--- src/rtl/ehom_pkg.sv ---
// Package for the per-kind event-to-index map.
// Status codes, operation codes, register indexes, limits and defaults.
// No dependencies.
package ehom_pkg;

  localparam int unsigned KINDS_DEF       = 16;
  localparam int unsigned HANDLE_BITS_DEF = 16;

  localparam int unsigned CFG_IDX_W  = 2;
  localparam int unsigned CFG_DATA_W = 16;

  typedef enum logic [CFG_IDX_W-1:0] {
    CFG_NUM_KINDS = 2'd0,
    CFG_HMASK     = 2'd1
  } cfg_idx_e;

  typedef enum logic {
    OP_ADD    = 1'b0,
    OP_LOOKUP = 1'b1
  } op_e;

  typedef enum logic [2:0] {
    ST_OK       = 3'd0,
    ST_BAD_KIND = 3'd1,
    ST_RANGE    = 3'd2,
    ST_CONFLICT = 3'd3,
    ST_NOT_SET  = 3'd4
  } status_e;

  localparam logic [15:0] MAX_SIMPLE_VALUE = 16'd32766;
  localparam int          MAX_OFFSET       = 16383;
  localparam logic [4:0]  NUM_KINDS_RST    = 5'd16;
  localparam logic [15:0] HMASK_RST        = 16'h0000;
  localparam logic [15:0] HANDLE_FULL      = 16'hFFFF;

endpackage

--- src/rtl/event_handle_offset_map.sv ---
// Per-kind event-to-index map, top level.
// The accepting edge sets in_vld_q, and in_vld_q sets the result strobe done_o through the register done_q.
// Throughput: one item per cycle; busy_o stays low, the table read/update sits in one stage.
// No backpressure on results: each result is shown for exactly one cycle.
// Reset: valid bits cleared, num_kinds = 16, mask = 0; payload storage is not reset.
// Depends on ehom_pkg.
module event_handle_offset_map #(
  parameter int unsigned KINDS       = ehom_pkg::KINDS_DEF,
  parameter int unsigned HANDLE_BITS = ehom_pkg::HANDLE_BITS_DEF
) (
  input  logic                           clk_i,
  input  logic                           rst_ni,
  input  logic                           start_i,
  output logic                           busy_o,
  input  logic                           op_i,
  input  logic [7:0]                     kind_i,
  input  logic [15:0]                    handle_i,
  input  logic [15:0]                    value_i,
  output logic                           done_o,
  output logic [2:0]                     status_o,
  output logic signed [17:0]             result_value_o,
  input  logic                           cfg_valid_i,
  output logic                           cfg_ready_o,
  input  logic [ehom_pkg::CFG_IDX_W-1:0] cfg_index_i,
  input  logic [ehom_pkg::CFG_DATA_W-1:0] cfg_data_i
);

  localparam int unsigned KW = (KINDS > 1) ? $clog2(KINDS) : 1;
  localparam logic [15:0] HMASK = (HANDLE_BITS >= 16) ? ehom_pkg::HANDLE_FULL :
                                  16'((32'd1 << HANDLE_BITS) - 32'd1);

  // config registers
  logic [4:0]  num_kinds_q;
  logic [15:0] hmask_q;

  assign cfg_ready_o = 1'b1;

  always_ff @(posedge clk_i or negedge rst_ni) begin
    if (!rst_ni) begin
      num_kinds_q <= ehom_pkg::NUM_KINDS_RST;
      hmask_q     <= ehom_pkg::HMASK_RST;
    end else if (cfg_valid_i && cfg_ready_o) begin
      case (cfg_index_i)
        ehom_pkg::CFG_NUM_KINDS: num_kinds_q <= cfg_data_i[4:0];
        ehom_pkg::CFG_HMASK:     hmask_q     <= cfg_data_i[15:0];
        default: ;
      endcase
    end
  end

  // input register
  logic        in_vld_q;
  logic        op_q;
  logic [7:0]  kind_q;
  logic [15:0] handle_q;
  logic [15:0] value_q;

  assign busy_o = 1'b0;

  always_ff @(posedge clk_i or negedge rst_ni) begin
    if (!rst_ni) begin
      in_vld_q <= 1'b0;
    end else begin
      in_vld_q <= start_i && !busy_o;
    end
  end

  always_ff @(posedge clk_i) begin
    if (start_i && !busy_o) begin
      op_q     <= op_i;
      kind_q   <= kind_i;
      handle_q <= handle_i & HMASK;
      value_q  <= value_i;
    end
  end

  // entry table
  logic        entry_valid_q [KINDS];
  logic [14:0] entry_payload_q [KINDS];

  logic [KW-1:0]      kidx;
  logic               bad_kind;
  logic               use_offset;
  logic               ent_vld;
  logic [14:0]        ent_pl;
  logic signed [16:0] off;
  logic [14:0]        new_pl;
  logic               in_range;
  logic               wr_en;
  ehom_pkg::status_e  status_d;
  logic signed [17:0] result_d;

  assign kidx     = kind_q[KW-1:0];
  assign bad_kind = (kind_q >= {3'b000, num_kinds_q}) || ({1'b0, kind_q} >= 9'(KINDS));
  // kinds beyond the 16 mask bits are always simple mode
  assign use_offset = (kind_q < 8'd16) && hmask_q[kind_q[3:0]];
  assign ent_vld    = entry_valid_q[kidx];
  assign ent_pl     = entry_payload_q[kidx];
  assign off        = $signed({1'b0, value_q}) - $signed({1'b0, handle_q});

  always_comb begin
    status_d = ehom_pkg::ST_OK;
    result_d = '0;
    wr_en    = 1'b0;
    if (use_offset) begin
      new_pl   = off[14:0];
      in_range = (off >= -17'sd16383) && (off <= 17'(ehom_pkg::MAX_OFFSET));
    end else begin
      new_pl   = value_q[14:0];
      in_range = (value_q <= ehom_pkg::MAX_SIMPLE_VALUE);
    end
    if (bad_kind) begin
      status_d = ehom_pkg::ST_BAD_KIND;
    end else if (op_q == ehom_pkg::OP_ADD) begin
      if (!in_range) begin
        status_d = ehom_pkg::ST_RANGE;
      end else if (!ent_vld) begin
        wr_en = in_vld_q;
      end else if (ent_pl != new_pl) begin
        status_d = ehom_pkg::ST_CONFLICT;
      end
    end else begin
      if (!ent_vld) begin
        status_d = ehom_pkg::ST_NOT_SET;
      end else if (use_offset) begin
        result_d = $signed({2'b00, handle_q}) + 18'($signed(ent_pl));
      end else begin
        result_d = $signed({3'b000, ent_pl});
      end
    end
  end

  always_ff @(posedge clk_i or negedge rst_ni) begin
    if (!rst_ni) begin
      for (int i = 0; i < int'(KINDS); i++) begin
        entry_valid_q[i] <= 1'b0;
      end
    end else if (wr_en) begin
      entry_valid_q[kidx] <= 1'b1;
    end
  end

  always_ff @(posedge clk_i) begin
    if (wr_en) begin
      entry_payload_q[kidx] <= new_pl;
    end
  end

  // result register
  logic               done_q;
  logic [2:0]         status_q;
  logic signed [17:0] result_q;

  always_ff @(posedge clk_i or negedge rst_ni) begin
    if (!rst_ni) begin
      done_q <= 1'b0;
    end else begin
      done_q <= in_vld_q;
    end
  end

  always_ff @(posedge clk_i) begin
    if (in_vld_q) begin
      status_q <= status_d;
      result_q <= result_d;
    end
  end

  assign done_o         = done_q;
  assign status_o       = status_q;
  assign result_value_o = result_q;

endmodule

--- config.mk ---
export PLATFORM = sky130hd
export DESIGN_NAME = event_handle_offset_map
export DESIGN_NICKNAME = d
export VERILOG_FILES = /design/src/rtl/ehom_pkg.sv /design/src/rtl/event_handle_offset_map.sv
export SDC_FILE = /design/constraint.sdc
export NUM_CORES = 1
export LEC_CHECK = 0
export ABC_AREA = 1
export BUFFER_PORTS_ARGS = -buffer_cell sky130_fd_sc_hd__buf_2
export CAP_MARGIN = 20
export CORE_ASPECT_RATIO = 1.2
export CORE_UTILIZATION = 40
export CTS_BUF_LIST = sky130_fd_sc_hd__clkbuf_8
export DETAILED_ROUTE_END_ITERATION = 8
export MAX_ROUTING_LAYER = met4
export PLACE_DENSITY = 0.65
export SLEW_MARGIN = 0
export SYNTH_ARGS = -nofsm -noshare
export SYNTH_HDL_FRONTEND = slang
export SYNTH_SLANG_ARGS = --single-unit
--- constraint.sdc ---
create_clock -name clk_i -period 8.25 [get_ports clk_i]
set_clock_uncertainty 0.2 [all_clocks]
set_input_delay 1.2375 -clock clk_i [delete_from_list [all_inputs] [get_ports clk_i]]
set_output_delay 1.2375 -clock clk_i [all_outputs]
set_load 0.02 [all_outputs]
### Word level (Yosys, flattened, before mapping)

Memories as Yosys holds them, arrays and structs flattened. A register that Yosys moved wholly into a read port is not among the register bits.
Cells that the tools add are included.

| cells by class | value |
|---|---|
| $add $sub $neg | 2 |
| order comparisons | 9 |
| eq/ne operators | 2 |
| multiplexer cells | 22 |
| bitwise gates (word level) | 5 |
| reductions and logical operators | 9 |

Operators by type and width:

| cell | count |
|---|---|
| 15-bit 2-to-1 mux | 2 |
| 17-bit by 15-bit adder with 18-bit output | 1 |
| 17-bit by 15-bit greater-or-equal comparator with 1-bit output, second input constant | 1 |
| 17-bit by 15-bit <= comparator with 1-bit output, second input constant | 1 |
| 16-bit by 16-bit subtractor with 17-bit output | 1 |
| 16-bit by 15-bit <= comparator with 1-bit output, second input constant | 1 |
| 16-bit OR | 1 |
| 15-bit != test | 1 |
| 1-bit 2-to-1 mux | 11 |
| 1-bit binary-select mux with 4-bit select | 2 |
| 8-bit by 5-bit greater-or-equal comparator with 1-bit output | 1 |
| 8-bit by 5-bit greater-or-equal comparator with 1-bit output, second input constant | 1 |
| 8-bit by 5-bit less-than comparator with 1-bit output, second input constant | 1 |
| 2-bit 2-to-1 mux | 3 |
| 3-bit 2-to-1 mux | 2 |
| 5-bit greater-or-equal comparator, second input constant | 1 |
| 4-bit by 5-bit less-than comparator with 1-bit output, second input constant | 1 |
| 5-bit by 1-bit less-than comparator with 1-bit output, second input constant | 1 |
| 4-bit inverter with 5-bit output | 1 |
| 1-bit demux with 4-bit select | 1 |
| 4-bit 2-to-1 mux | 1 |
| 2-bit AND reduction | 2 |
| 4-bit OR reduction | 1 |
| 1-bit logical AND | 3 |
| 5 further kinds | 7 |

| storage, ports and cells | value |
|---|---|
| register bits | 101 |
| RAM bits | 240 |
| bits of input ports | 63 |
| output and inout port bits | 24 |
| memories | 1 |

Memories:

| memory | depth | bits a word | rd ports | clocked after memory_dff | write ports | RTL line | source |
|---|---|---|---|---|---|---|---|
| entry_payload_q | 16 | 15 | 1 | 1 | 1 | event_handle_offset_map.sv:79 | `logic [14:0] entry_payload_q [KINDS];` |

### Longest topological paths before layout

| depth | value |
|---|---|
| depth after elaboration | 10 |
| gate-level depth with buffers | 23 |
| mapped depth without buffers | 22 |

### Worst setup path after synthesis

No wires, ideal clock.

| timing path | value |
|---|---|
| kind | register to register |
| from | register with a tool-made name |
| to | register result_q[14], in the netlist result_value_o[14], data pin |
| library setup time | 0.267 ns |
| data arrival time | 2.893 ns |
| data required time | 7.783 ns |
| slack | 4.891 ns |
| cell stages (with the launch flop) | 21 |
| period minus slack after synthesis | 3.359 ns |
| cells stage by stage | dfxtp_1 -> buf_2 -> buf_2 -> buf_2 -> a21oi_1 -> o21ai_0 -> nand3_1 -> nand3_1 -> nand2_1 -> ha_1 -> inv_1 -> fa_1 -> o21ai_1 -> nand2_1 -> nand2_1 -> a21oi_1 -> o21ai_1 -> a21oi_1 -> o21ai_0 -> xor2_1 -> a21oi_1 |

RTL lines:

| item | RTL line | source |
|---|---|---|
| end signal, assigned | event_handle_offset_map.sv:165 | `result_q <= result_d;` |
| end, declared | event_handle_offset_map.sv:152 | `logic signed [17:0] result_q;` |

==> results by group <==
Synthesis
  • Yosys warnings: 0
  • Synthesized area: 16700 um^2
  • Flops & latches, synth: 345
  • Number of synthesized flops with an enable pin: 302
  • Async S/R FF share, synth: 11.3%
  • Dominant synthesized flop cell: edfxtp_1
  • Post-synthesis sequential area ratio: 60.6%
  • Synthesized Nets: 1764
  • Distinct cells, synth: 51
  • Mapped Avg Cell Area: 10.1 um^2
  • Cell count after synthesis: 1661

Detailed routing
  • Met3 WL post-DR: 1.72 mm
  • Residual DRC count: 0
  • Post-DR wirelength/cell: 16.9 um
  • Initial drt markers: 890
  • Post-DRT Antenna Nets: 0
  • Met2 wire len: 19.9 mm
  • Vias: 11800
  • Drt first pass iters: 5
  • Vias per cell: 5.10
  • Top Layer Used: met4
  • Final WL: 38.9 mm
  • M1 WL: 16.1 mm

CTS
  • Post-CTS sizing: 0
  • Clk sink count: 345
  • Clock Pin Slew Worst Setup and Hold Paths: 0.07 ns
  • CTS tree: built
  • Worst-Skew Late Latency: 0.61 ns
  • Clk buf depth: 3
  • Inserted Clock Buffers: 51
  • Max H-tree Level: 2
  • Post-CTS Setup Bufs: 0
  • # hold bufs at CTS: 0
  • Root buffer cell: clkbuf_8

Cells and area
  • Layout area overhead: 10.8%
  • Commonest non-fill, non-tap cells in the layout: 338 x nand2_1, 302 x edfxtp_1, 286 x inv_1, 152 x nand3_1, 101 x a21oi_1
  • Fin nets: 1841
  • Commonest non-fill, non-tap cell in the layout: nand2_1
  • Layout cells sized above 1: 12.2%
  • Design Area, Final: 18500 um^2

GRT
  • GRT Total Usage: 18.9%
  • Vias in the first global route: 11400
  • Initial antenna violation count: 0
  • Largest net degree at the start of global routing: 137
  • Grt ovf: 0
  • First-pass GRT wire length: 60.9 mm

Critical path
  • Crit-path cells: buf_4, o211ai_1, nand3_1, nand3_1, nand2_1, inv_1, fa_1, o21ai_1, nand2_1, nand2_1, a21oi_1, o21ai_1, a21oi_1, o21ai_0, xor2_1, a21oi_1
  • WP buf/inv: 2
  • Worst stage delay on the critical path: 0.74 ns
  • Setup crit end kind: register
  • Critical path class: reg2reg
  • Max Fanout on Critical Path: 75
  • Family with the most delay on the worst path: compound AO/OA/AOI/OAI gates
  • Worst path arrival time: 4.83 ns
  • WP data required: 8.38 ns
  • Startpoint class of the critical path: register
  • Critical path's slowest cell: buf_4

Timing
  • Final hold violations: 0
  • RSZ-0062 raised after global routing: no
  • Final Cycle Share: 56.9%
  • Setup TNS: 0 ns
  • Count of pins over their slew limit: 0
  • # setup viols final: 0
  • Max-slew headroom: 27.0%
  • Min Tclk post-route: 4.69 ns
  • Measured slew at the worst slew-check pin: 1.10 ns
  • Final hold slack: 0.254 ns
  • Max Freq: 0.213 GHz

Floorplanning
  • Chip height: 226 um
  • Die ar.: 42600 um^2
  • Core Box Area: 40900 um^2
  • Starting Density: 40.8%
  • Rows: 81
  • Die X-Extent: 189 um
  • Io pins: 87

Place
  • Placer Congestion: 0.892
  • Post-DP HPWL: 25.4 mm
  • I/O Buffers: 84
  • Area after DPL: 17500 um^2

Min path
  • Hold crit path type: reg2reg

Run
  • Max-cap violations: 0

Outcome
  • Status: finished, final reports clean

Pwr
  • Power Dens Cells: 215 nW/um^2
  • Leakage: 7.91 nW
  • Tot Pwr: 3.98 mW
  • Worst vdd ir: 0.121 mV
==> metal layers <==
layer	vias to the layer above	track usage, %
met1	5627	22.1
met2	303	33.4
met3	87	2.21
met4	0	7.08
met5	-	-
li1	5766	-
==> power breakdown <==
group | leakage (nW) | internal (mW) | switching, mW
Sequential | 3.31 | 1.96 | 0.0490
Clock | 0.551 | 0.710 | 0.647
Combinational | 4.05 | 0.212 | 0.403
==> tightest hold or removal path, delay by kind of cell (launching register included) <==
family	cells	cell delay, ns
simple gates	1	0.05
flops	1	0.32
buf+inv	1	0.05
==> cells in the mapped netlist, types with 4 or more instances <==
library cell | number | share of area (%)
nand2_1 | 338 | 7.6
edfxtp_1 | 302 | 54
inv_1 | 269 | 6.0
nand3_1 | 152 | 4.6
a21oi_1 | 101 | 3.0
o21ai_0 | 92 | 2.8
nor2_1 | 69 | 1.6
o211ai_1 | 60 | 2.7
dfrtp_1 | 38 | 5.7
ha_1 | 38 | 2.8
buf_2 | 29 | 0.87
clkbuf_1 | 26 | 0.58
nand3_2 | 16 | 0.96
nand2_2 | 12 | 0.45
mux2_2 | 11 | 0.74
xnor2_1 | 10 | 0.52
nand3b_1 | 8 | 0.36
nand4_1 | 8 | 0.30
o22ai_1 | 8 | 0.30
buf_4 | 7 | 0.31
a211oi_1 | 6 | 0.27
nor3_1 | 6 | 0.18
xor2_1 | 5 | 0.26
a21oi_2 | 4 | 0.21
dfxtp_1 | 4 | 0.48
inv_2 | 4 | 0.090
nor2_2 | 4 | 0.15
==> cell families (layout without fill, tap and decap cells) <==
logic type | count (synthesis) | after routing | synth area share [%]
adder cells (fa/ha/maj) | 40 | 40 | 3.09
buffers and inverters | 341 | 451 | 8.30
other | 2 | 3 | 0.0450
AO/OA/AOI/OAI | 285 | 285 | 9.86
XOR/XNOR | 16 | 16 | 0.884
flip-flops | 345 | 345 | 60.6
multiplexers | 11 | 11 | 0.741
AND/OR/NAND/NOR | 621 | 621 | 16.5
==> through the flow <==
step | utilization [%] | setup slack (ns) | cells
final | 45.2 | 3.56 | 2311
after global routing | 45.2 | 3.23 | 2310
after CTS | 45.1 | 3.31 | 2309
after detailed placement | 42.7 | 3.31 | 2223
after global placement | 42.7 | 3.40 | 2223
after floorplan | - | 4.89 | 1661
==> flip-flops by register name, summed over array words and instances (netlist names), named ones only <==
register and flops:
num_kinds_q 5, handle_q 16, result_value_o 18, kind_q 8
entry_valid_q 16, hmask_q 16, in_vld_q 1, status_o 3
entry_payload_q 240, value_q 16, op_q 1, done_o 1
==> area by class of cell <==
type                       count  area, um^2
antenna                        1        2.50
sequential                   345       10100
inverter                     273        1020
fill                        3925       22400
tap                          539         674
multi-input combinational    975        5190
timing repair buffer          92         500
clock inverter                34         258
clock buffer                  52         716
==> worst paths after layout <==
kind	cells after the start	end	from	slack (ns)
max	16	result_value_o[14]	register	3.56
min	2	entry_valid_q[7]	entry_valid_q[7]	0.25
max reg2reg	16	result_value_o[14]	register	3.56
min reg2reg	2	entry_valid_q[7]	entry_valid_q[7]	0.25
max in group asynchronous	1	entry_valid_q[6]	rst_ni	6.71
min in group asynchronous	1	hmask_q[14]	rst_ni	0.55
No activity file was read; power rests on OpenSTA's default activity.
